`src/rtl/core/crsf_pkg.sv`:
```
`timescale 1ns / 1ps
`default_nettype none

package crsf_pkg;

   // register indexes on the csr port
   localparam logic [3:0] CSR_SYNC_FLIGHT_CTRL = 4'd0;
   localparam logic [3:0] CSR_SYNC_RADIO       = 4'd1;
   localparam logic [3:0] CSR_SYNC_RECEIVER    = 4'd2;
   localparam logic [3:0] CSR_SYNC_TX_MODULE   = 4'd3;

   localparam logic [7:0] SYNC_FLIGHT_CTRL_RST = 8'd200;
   localparam logic [7:0] SYNC_RADIO_RST       = 8'd234;
   localparam logic [7:0] SYNC_RECEIVER_RST    = 8'd236;
   localparam logic [7:0] SYNC_TX_MODULE_RST   = 8'd238;

   localparam logic [7:0] CRC_POLY      = 8'hD5;
   localparam int         MIN_LENGTH    = 2;
   localparam int         TYPE_OFFSET   = 2;
   localparam int         PAYLOAD_OFFSET = 3;
   localparam int         MAX_RESULTS   = 60;

   typedef enum logic [2:0] {
      ST_HUNT,
      ST_LENGTH,
      ST_DATA,
      ST_READ,
      ST_SEND
   } state_type;

   typedef struct packed {
      logic take_len;
      logic take_data;
      logic start_run;
      logic read_issue;
      logic advance;
   } cmd_type;

   typedef struct packed {
      logic sync_hit;
      logic len_ok;
      logic frame_done;
      logic crc_ok;
      logic run_last;
   } status_type;

   // one byte through CRC-8 DVB-S2, MSB first
   function automatic logic [7:0] crc8_byte(input logic [7:0] crc, input logic [7:0] data);
      logic [7:0] c;
      c = crc ^ data;
      for (int k = 0; k < 8; k++) begin
         c = c[7] ? ((c << 1) ^ CRC_POLY) : (c << 1);
      end
      return c;
   endfunction

endpackage

`default_nettype wire

```
`src/rtl/core/crsf_ctrl.sv`:
```
`timescale 1ns / 1ps
`default_nettype none

module crsf_ctrl
   import crsf_pkg::*;
(
   input  wire logic       clock,
   input  wire logic       reset,
   input  wire logic       req_valid,
   output logic            req_ready,
   output logic            rsp_valid,
   input  wire logic       rsp_ready,
   input  wire status_type status,
   output cmd_type         cmd
);

   state_type state_ff, state_in;
   logic      req_xfer;
   logic      rsp_xfer;

   assign req_xfer = req_valid && req_ready;
   assign rsp_xfer = rsp_valid && rsp_ready;

   always_ff @(posedge clock) begin
      if (reset) begin
         state_ff <= ST_HUNT;
      end else begin
         state_ff <= state_in;
      end
   end

   always_comb begin
      state_in = state_ff;
      unique case (state_ff)
         ST_HUNT: begin
            if (req_xfer && status.sync_hit) state_in = ST_LENGTH;
         end
         ST_LENGTH: begin
            if (req_xfer) begin
               priority if (status.len_ok) state_in = ST_DATA;
               else if (status.sync_hit) state_in = ST_LENGTH;
               else state_in = ST_HUNT;
            end
         end
         ST_DATA: begin
            if (req_xfer && status.frame_done) begin
               state_in = status.crc_ok ? ST_READ : ST_HUNT;
            end
         end
         ST_READ: state_in = ST_SEND;
         ST_SEND: begin
            if (rsp_xfer) state_in = status.run_last ? ST_HUNT : ST_READ;
         end
         default: state_in = ST_HUNT;
      endcase
   end

   always_comb begin
      req_ready      = 1'b0;
      rsp_valid      = 1'b0;
      cmd            = '0;
      unique case (state_ff)
         ST_HUNT: req_ready = 1'b1;
         ST_LENGTH: begin
            req_ready    = 1'b1;
            cmd.take_len = req_xfer && status.len_ok;
         end
         ST_DATA: begin
            req_ready     = 1'b1;
            cmd.take_data = req_xfer;
            cmd.start_run = req_xfer && status.frame_done && status.crc_ok;
         end
         ST_READ: cmd.read_issue = 1'b1;
         ST_SEND: begin
            rsp_valid   = 1'b1;
            cmd.advance = rsp_xfer && !status.run_last;
         end
         default: req_ready = 1'b1;
      endcase
   end

endmodule

`default_nettype wire

```
`src/rtl/core/crsf_datapath.sv`:
```
`timescale 1ns / 1ps
`default_nettype none

module crsf_datapath
   import crsf_pkg::*;
#(
   parameter int MAX_FRAME_BYTES = 64
)
(
   input  wire logic       clock,
   input  wire logic       reset,
   input  wire cmd_type    cmd,
   output status_type      status,
   input  wire logic [7:0] rx_byte,
   input  wire logic       csr_we,
   input  wire logic [3:0] csr_index,
   input  wire logic [7:0] csr_wdata,
   output logic [7:0]      frame_type,
   output logic [5:0]      payload_length,
   output logic [7:0]      payload_byte,
   output logic [5:0]      byte_index,
   output logic            last_of_frame
);

   localparam int AW = $clog2(MAX_FRAME_BYTES);
   localparam int CW = (AW > 6) ? AW : 6;

   logic [7:0]    sync0_ff, sync1_ff, sync2_ff, sync3_ff;
   logic [7:0]    frame_store_mem [MAX_FRAME_BYTES];
   logic [AW-1:0] cnt_ff;
   logic [AW-1:0] len_ff;
   logic [7:0]    crc_ff;
   logic [7:0]    type_ff;
   logic [7:0]    rd_ff;
   logic [5:0]    idx_ff;
   logic [5:0]    last_idx_ff;
   logic [5:0]    last_idx_in;
   logic [CW-1:0] plen;
   logic [AW-1:0] rd_addr;

   always_ff @(posedge clock) begin
      if (reset) begin
         sync0_ff <= SYNC_FLIGHT_CTRL_RST;
         sync1_ff <= SYNC_RADIO_RST;
         sync2_ff <= SYNC_RECEIVER_RST;
         sync3_ff <= SYNC_TX_MODULE_RST;
      end else if (csr_we) begin
         unique case (csr_index)
            CSR_SYNC_FLIGHT_CTRL: sync0_ff <= csr_wdata;
            CSR_SYNC_RADIO:       sync1_ff <= csr_wdata;
            CSR_SYNC_RECEIVER:    sync2_ff <= csr_wdata;
            CSR_SYNC_TX_MODULE:   sync3_ff <= csr_wdata;
            default: ;
         endcase
      end
   end

   assign plen    = CW'(len_ff) - CW'(MIN_LENGTH);
   assign rd_addr = AW'(idx_ff) + AW'(PAYLOAD_OFFSET);

   // run length minus one, empty payload still gives one result
   always_comb begin
      priority if (plen == '0) last_idx_in = '0;
      else if (plen > CW'(MAX_RESULTS)) last_idx_in = 6'(MAX_RESULTS - 1);
      else last_idx_in = 6'(plen - CW'(1));
   end

   always_ff @(posedge clock) begin
      if (cmd.take_len) begin
         len_ff <= AW'(rx_byte);
         cnt_ff <= AW'(TYPE_OFFSET);
         crc_ff <= '0;
      end
      if (cmd.take_data) begin
         cnt_ff <= cnt_ff + AW'(1);
         if (cnt_ff == AW'(TYPE_OFFSET)) type_ff <= rx_byte;
         if (!status.frame_done) crc_ff <= crc8_byte(crc_ff, rx_byte);
      end
      if (cmd.start_run) begin
         idx_ff      <= '0;
         last_idx_ff <= last_idx_in;
      end
      if (cmd.advance) idx_ff <= idx_ff + 6'd1;
   end

   always_ff @(posedge clock) begin
      if (cmd.take_data) frame_store_mem[cnt_ff] <= rx_byte;
   end

   always_ff @(posedge clock) begin
      if (cmd.read_issue) rd_ff <= frame_store_mem[rd_addr];
   end

   always_comb begin
      status.sync_hit   = (rx_byte == sync0_ff) || (rx_byte == sync1_ff) ||
                          (rx_byte == sync2_ff) || (rx_byte == sync3_ff);
      status.len_ok     = ({1'b0, rx_byte} >= 9'(MIN_LENGTH)) &&
                          ({1'b0, rx_byte} <= 9'(MAX_FRAME_BYTES - MIN_LENGTH));
      status.frame_done = cnt_ff == (len_ff + AW'(1));
      status.crc_ok     = crc_ff == rx_byte;
      status.run_last   = idx_ff == last_idx_ff;
   end

   assign frame_type     = type_ff;
   assign payload_length = plen[5:0];
   assign payload_byte   = (plen == '0) ? 8'd0 : rd_ff;
   assign byte_index     = idx_ff;
   assign last_of_frame  = status.run_last;

endmodule

`default_nettype wire

```
`src/rtl/core/crsf_frame_receiver.sv`:
```
`timescale 1ns / 1ps
`default_nettype none

// CRSF frame receiver.
// req_*: one serial byte per transfer. The block hunts for a sync byte that
//   matches one of four csr addresses, takes the length byte (2 to
//   MAX_FRAME_BYTES-2, a bad one resyncs on itself if it is a sync byte),
//   then type, payload and CRC. CRC-8 DVB-S2 runs one byte per transfer.
// rsp_*: a good frame comes out as a run, one transfer per payload byte
//   (one transfer with payload_byte zero for an empty payload), capped at
//   60, last_of_frame on the final one. Bad CRC frames vanish silently.
// csr_*: index 0..3 selects a sync address; other indexes are dropped.
//   csr_ready is always high.
// Flow: while parsing, req_ready is held high and every input byte is taken
//   as offered. After the CRC byte each result passes through a registered
//   frame store read (ST_READ) and is then held on rsp_* (ST_SEND) until
//   rsp_ready, and req_ready stays low for the whole run. A stalled receiver
//   just holds the current result. The first result follows the CRC byte
//   transfer through ST_READ into ST_SEND.
// Reset: synchronous, active high; parser back to hunting, sync addresses
//   to 200, 234, 236, 238. The frame store needs no clearing.
module crsf_frame_receiver
   import crsf_pkg::*;
#(
   parameter int MAX_FRAME_BYTES = 64
)
(
   input  wire logic       clock,
   input  wire logic       reset,
   input  wire logic       req_valid,
   output logic            req_ready,
   input  wire logic [7:0] req_rx_byte,
   output logic            rsp_valid,
   input  wire logic       rsp_ready,
   output logic [7:0]      rsp_frame_type,
   output logic [5:0]      rsp_payload_length,
   output logic [7:0]      rsp_payload_byte,
   output logic [5:0]      rsp_byte_index,
   output logic            rsp_last_of_frame,
   input  wire logic       csr_valid,
   output logic            csr_ready,
   input  wire logic [3:0] csr_index,
   input  wire logic [7:0] csr_wdata
);

   cmd_type    cmd;
   status_type status;

   assign csr_ready = 1'b1;

   crsf_ctrl u_ctrl (
      .clock     (clock),
      .reset     (reset),
      .req_valid (req_valid),
      .req_ready (req_ready),
      .rsp_valid (rsp_valid),
      .rsp_ready (rsp_ready),
      .status    (status),
      .cmd       (cmd)
   );

   crsf_datapath #(
      .MAX_FRAME_BYTES (MAX_FRAME_BYTES)
   ) u_datapath (
      .clock          (clock),
      .reset          (reset),
      .cmd            (cmd),
      .status         (status),
      .rx_byte        (req_rx_byte),
      .csr_we         (csr_valid && csr_ready),
      .csr_index      (csr_index),
      .csr_wdata      (csr_wdata),
      .frame_type     (rsp_frame_type),
      .payload_length (rsp_payload_length),
      .payload_byte   (rsp_payload_byte),
      .byte_index     (rsp_byte_index),
      .last_of_frame  (rsp_last_of_frame)
   );

`ifndef SYNTHESIS
   // parsing and emitting never overlap
   a_no_overlap: assert property (@(posedge clock) disable iff (reset)
      !(rsp_valid && req_ready))
      else $error("input accepted during result run");

   // results of one run come with consecutive indexes
   a_index_step: assert property (@(posedge clock) disable iff (reset)
      rsp_valid && rsp_ready && !rsp_last_of_frame |-> ##2
      (rsp_valid && rsp_byte_index == $past(rsp_byte_index, 2) + 6'd1))
      else $error("byte_index did not advance by one");

   // after the last transfer the parser hunts again
   a_back_to_hunt: assert property (@(posedge clock) disable iff (reset)
      rsp_valid && rsp_ready && rsp_last_of_frame |=> req_ready && !rsp_valid)
      else $error("parser not ready after end of run");
`endif

endmodule

`default_nettype wire

```
`config.mk`:
```
export PLATFORM = sky130hd
export DESIGN_NAME = crsf_frame_receiver
export DESIGN_NICKNAME = d
export VERILOG_FILES = /design/src/rtl/core/crsf_pkg.sv /design/src/rtl/core/crsf_ctrl.sv /design/src/rtl/core/crsf_datapath.sv /design/src/rtl/core/crsf_frame_receiver.sv
export SDC_FILE = /design/constraint.sdc
export NUM_CORES = 1
export LEC_CHECK = 0
export ABC_AREA = 1
export BUFFER_PORTS_ARGS = -buffer_cell sky130_fd_sc_hd__buf_2
export CORE_ASPECT_RATIO = 0.75
export CORE_MARGIN = 2
export CORE_UTILIZATION = 40
export CTS_BUF_LIST = sky130_fd_sc_hd__clkbuf_4
export DETAILED_ROUTE_END_ITERATION = 8
export PLACE_DENSITY = 0.6
export SYNTH_ARGS = -nofsm -noshare
export SYNTH_HDL_FRONTEND = slang
export SYNTH_SLANG_ARGS = --single-unit
```
`constraint.sdc`:
```
create_clock -name clock -period 3.45 [get_ports clock]
set_input_delay 0.69 -clock clock [delete_from_list [all_inputs] [get_ports clock]]
set_output_delay 0.69 -clock clock [all_outputs]
set_load 0.05 [all_outputs]
```
==> summary.md <==
| Metric | Value |
|---|---|
| Total grt overflow | `0` |
| Worst min path class | `input pin to register` |
| Synth Register Bits | `595` |
| Netlist cell types | `37` |
| Gr usage total | `21.2%` |
| DP Wirelength | `40.2 mm` |
| Die H | `221 um` |
| Place WS | `0.486 ns` |
| Crit path kind | `register to output pin` |
| Total power | `14.7 mW` |
| Worst Tran Pin Value | `0.956 ns` |
| Via Count | `17700` |
| Longest Clk Path Bufs | `3` |
| Number of fill cells | `5704` |
| Crit-path max cell delay | `0.42 ns` |
| Synth Area per Inst | `11.7 um^2` |
| Most common cell after layout, fill and taps aside | `edfxtp_1` |
| First-pass GRT wire length | `105 mm` |
| Main area contributors after synthesis | `edfxtp_1, nor2_1, o21ai_0` |
| Placer Congestion | `0.839` |
| Syn Std Cell Area | `0.0251 mm^2` |
| Largest net degree at the start of global routing | `153` |
| CP dominant cell by count | `inv_2` |
| Crit path launch | `u_datapath.len_ff[1]$_DFFE_PP_` |
| Core ar. | `0.0621 mm^2` |
| Drt drc | `0` |
| Clock period minus worst slack | `3.33 ns` |
| Slew Viols, Final | `0` |
| Worst path cell trace | `inv_2 -> ha_4 -> xnor2_2 -> inv_2 -> nor2_4 -> inv_2 -> nor2_4 -> inv_2 -> nor2_4 -> buf_12 -> inv_8 -> nand2_1 -> inv_1 -> buf_6` |
| Register area | `0.0174 mm^2` |
| RSZ-0062 raised after global routing | `false` |
| Num ports | `57` |
| Max-cap violations | `0` |
| Clock-pin transition on the worst setup and hold timing paths | `0.07 ns` |
| Initial Util | `40.5%` |
| Area Overhead vs Synth | `14.2%` |
| Clk sink count | `595` |
| CP arrival | `2.64 ns` |
| Worst Path Required | `2.76 ns` |
| Initial antenna violation count | `7` |
| EDFF count, synth | `552` |
| Final hold slack | `0.101 ns` |
| Final WS setup | `0.117 ns` |
| Worst path slowest cell | `edfxtp_1` |
| WP buf/inv | `8` |
| Period utilization | `96.6%` |
| CP endpoint kind | `output pin` |
| Most frequent cells in the layout | `edfxtp_1, nor2_1, o21ai_0` |
| TritonRoute pass-1 iters | `6` |
| Power density over the cells | `512 mW/mm^2` |
| VDD IR-drop max | `0.217 mV` |
| Routed Antenna Nets | `0` |
| Warnings from Yosys | `0` |
| Row count | `79` |
| Fraction of registers with async set/reset | `0%` |
| Die area | `0.0648 mm^2` |
| Worst Hold Path Cells | `3` |
| Die width | `293 um` |
| Hold_sp | `csr_wdata[3]` |
| Routed WL | `69.0 mm` |
| Post-synth top flop | `edfxtp_1` |
| Fmax | `0.300 GHz` |
| CP Depth | `14` |
| Slew HR | `36.0%` |
| Root Driver | `clkbuf_4` |
| Synth top area share | `66.0%` |
| H-tree depth | `4` |
| CTS tree | `built` |
| Startpoint types | `register` |
| Worst r2r src | `u_datapath.byte_index[0]$_SDFFCE_PN0P_` |
| Setup violators final | `0` |
| Routed vias/inst | `5.46` |
| Vias in the first global route | `17200` |
| Status | `finished clean` |
| Total CTS buffers | `145` |
| Port buffer count | `55` |
| CP delay by family, top | `buffers and inverters` |
| Setup_tns | `0 ns` |
| Skew-Pair Late Insertion Delay | `0.90 ns` |
| Sequential share of the synthesized area | `69.4%` |
| Share of cells above drive strength 1 | `17.3%` |
| R2r worst-path depth | `11` |
| Pleak | `10.1 nW` |
| Initial drt markers | `1785` |
| Clock Skew | `0.0673 ns` |
| Wire length per cell | `21.3 um` |
| Mapped Nets | `2182` |
| Multi-input logic area | `0.00672 mm^2` |
| Hold Vio Cnt, Final | `0` |
| Crit Path Max Fanout | `4` |
| Top cell type by total area after synthesis | `edfxtp_1` |
| Post-Synthesis Cells | `2146` |
| Final #Nets | `2353` |
==> cells in the mapped netlist (all sizes together) (2+ instances only) <==
cell    count
o211ai     65
a21oi      30
o21ai     283
nand3b      2
nand3      94
xor2       27
o221ai     64
clkinv      2
buf        65
edfxtp    552
nor2      384
inv       105
nand2     242
nand4       6
nor3       21
clkbuf     61
ha         11
o22ai      67
dfxtp      43
xnor2      16
==> through the flow <==
step	cells	utilization [%]	area (um^2)
after floorplan	2146	-	25100
after global placement	2969	42.8	26500
after detailed placement	2969	42.8	26500
after CTS	3237	46.1	28600
after global routing	3239	46.2	28700
final	3240	46.2	28700
==> cells by family (layout without fill, tap and decap cells) <==
logic type	after synthesis	in the layout	share of synthesized area, %
xor+xnor	43	43	1.56
flops	595	595	69.4
buf+inv	233	515	4.18
simple gates	750	750	12.0
other cells	1	3	0.0149
fa+ha+maj	11	11	0.548
compound gates	513	513	12.3
==> power breakdown <==
part           switching [mW]  internal, mW  leakage, nW
Combinational           0.527         0.193         3.63
Sequential             0.0352          7.91         5.32
Clock                    2.87          3.15         1.12
Total                    3.43          11.3         10.1
==> path summary, 6_finish.rpt <==
path | slack, ns | to
max | 0.12 | rsp_payload_byte[2]
max reg2reg | 0.68 | u_datapath.rd_ff[2]$_DFFE_PN_
min | 0.10 | u_datapath.sync0_ff[3]$_SDFFE_PP1P_
min reg2reg | 0.48 | u_datapath.sync1_ff[4]$_SDFFE_PP0P_
==> routing by layer <==
| metal | global-route usage, % | wire [um] | part of all wire, % |
|---|---|---|---|
| met5 | 0 | 13 | 0.019 |
| met4 | 6.58 | 1370 | 2.0 |
| met3 | 6.07 | 6660 | 9.7 |
| met2 | 31.3 | 30700 | 45 |
| met1 | 30.3 | 30200 | 44 |
==> worst reg2reg max path: stages, from the launching register on <==
cell      delay, ns
edfxtp_1       0.43
buf_4          0.17
inv_6          0.09
ha_4           0.15
xnor2_2        0.12
buf_12         0.36
buf_12         0.32
o221ai_1       0.18
o211ai_1       0.22
nand3_1        0.18
nand3_1        0.22
nand2_1        0.08
==> area by class of cell <==
type / instances / share of cell area (%)
diodes: 2 / 0.0175
multi-input cells: 1318 / 23.4
well taps: 810 / 3.53
inverters: 107 / 1.51
repair buffers: 149 / 4.00
flip-flops and latches: 595 / 60.8
repair inverters: 1 / 0.0393
clock inverters: 51 / 1.24
clock buffers: 207 / 5.42
==> repair_timing <==
action                                  4_1_cts  5_1_grt
pin swaps                                     2        2
resized for setup                            32       10
gates cloned                                  1        0
hold buffers                                  1        0
hold endpoints to repair                      2        0
endpoints found under the setup margin        8        8
setup buffers                                 9        1
==> flip-flops by register name, indices dropped and copies added, names as in the netlist <==
| name | cells |
|---|---|
| u_datapath.sync1_ff | 8 |
| u_datapath.crc_ff | 8 |
| u_datapath.last_idx_ff | 6 |
| u_datapath.sync0_ff | 8 |
| u_datapath.rd_ff | 8 |
| u_datapath.frame_store_mem | 512 |
| u_ctrl.state_ff | 3 |
| u_datapath.cnt_ff | 6 |
| u_datapath.sync2_ff | 8 |
| u_datapath.frame_type | 8 |
| u_datapath.byte_index | 6 |
| u_datapath.len_ff | 6 |
| u_datapath.sync3_ff | 8 |
No activity file was read; power rests on OpenSTA's default activity.
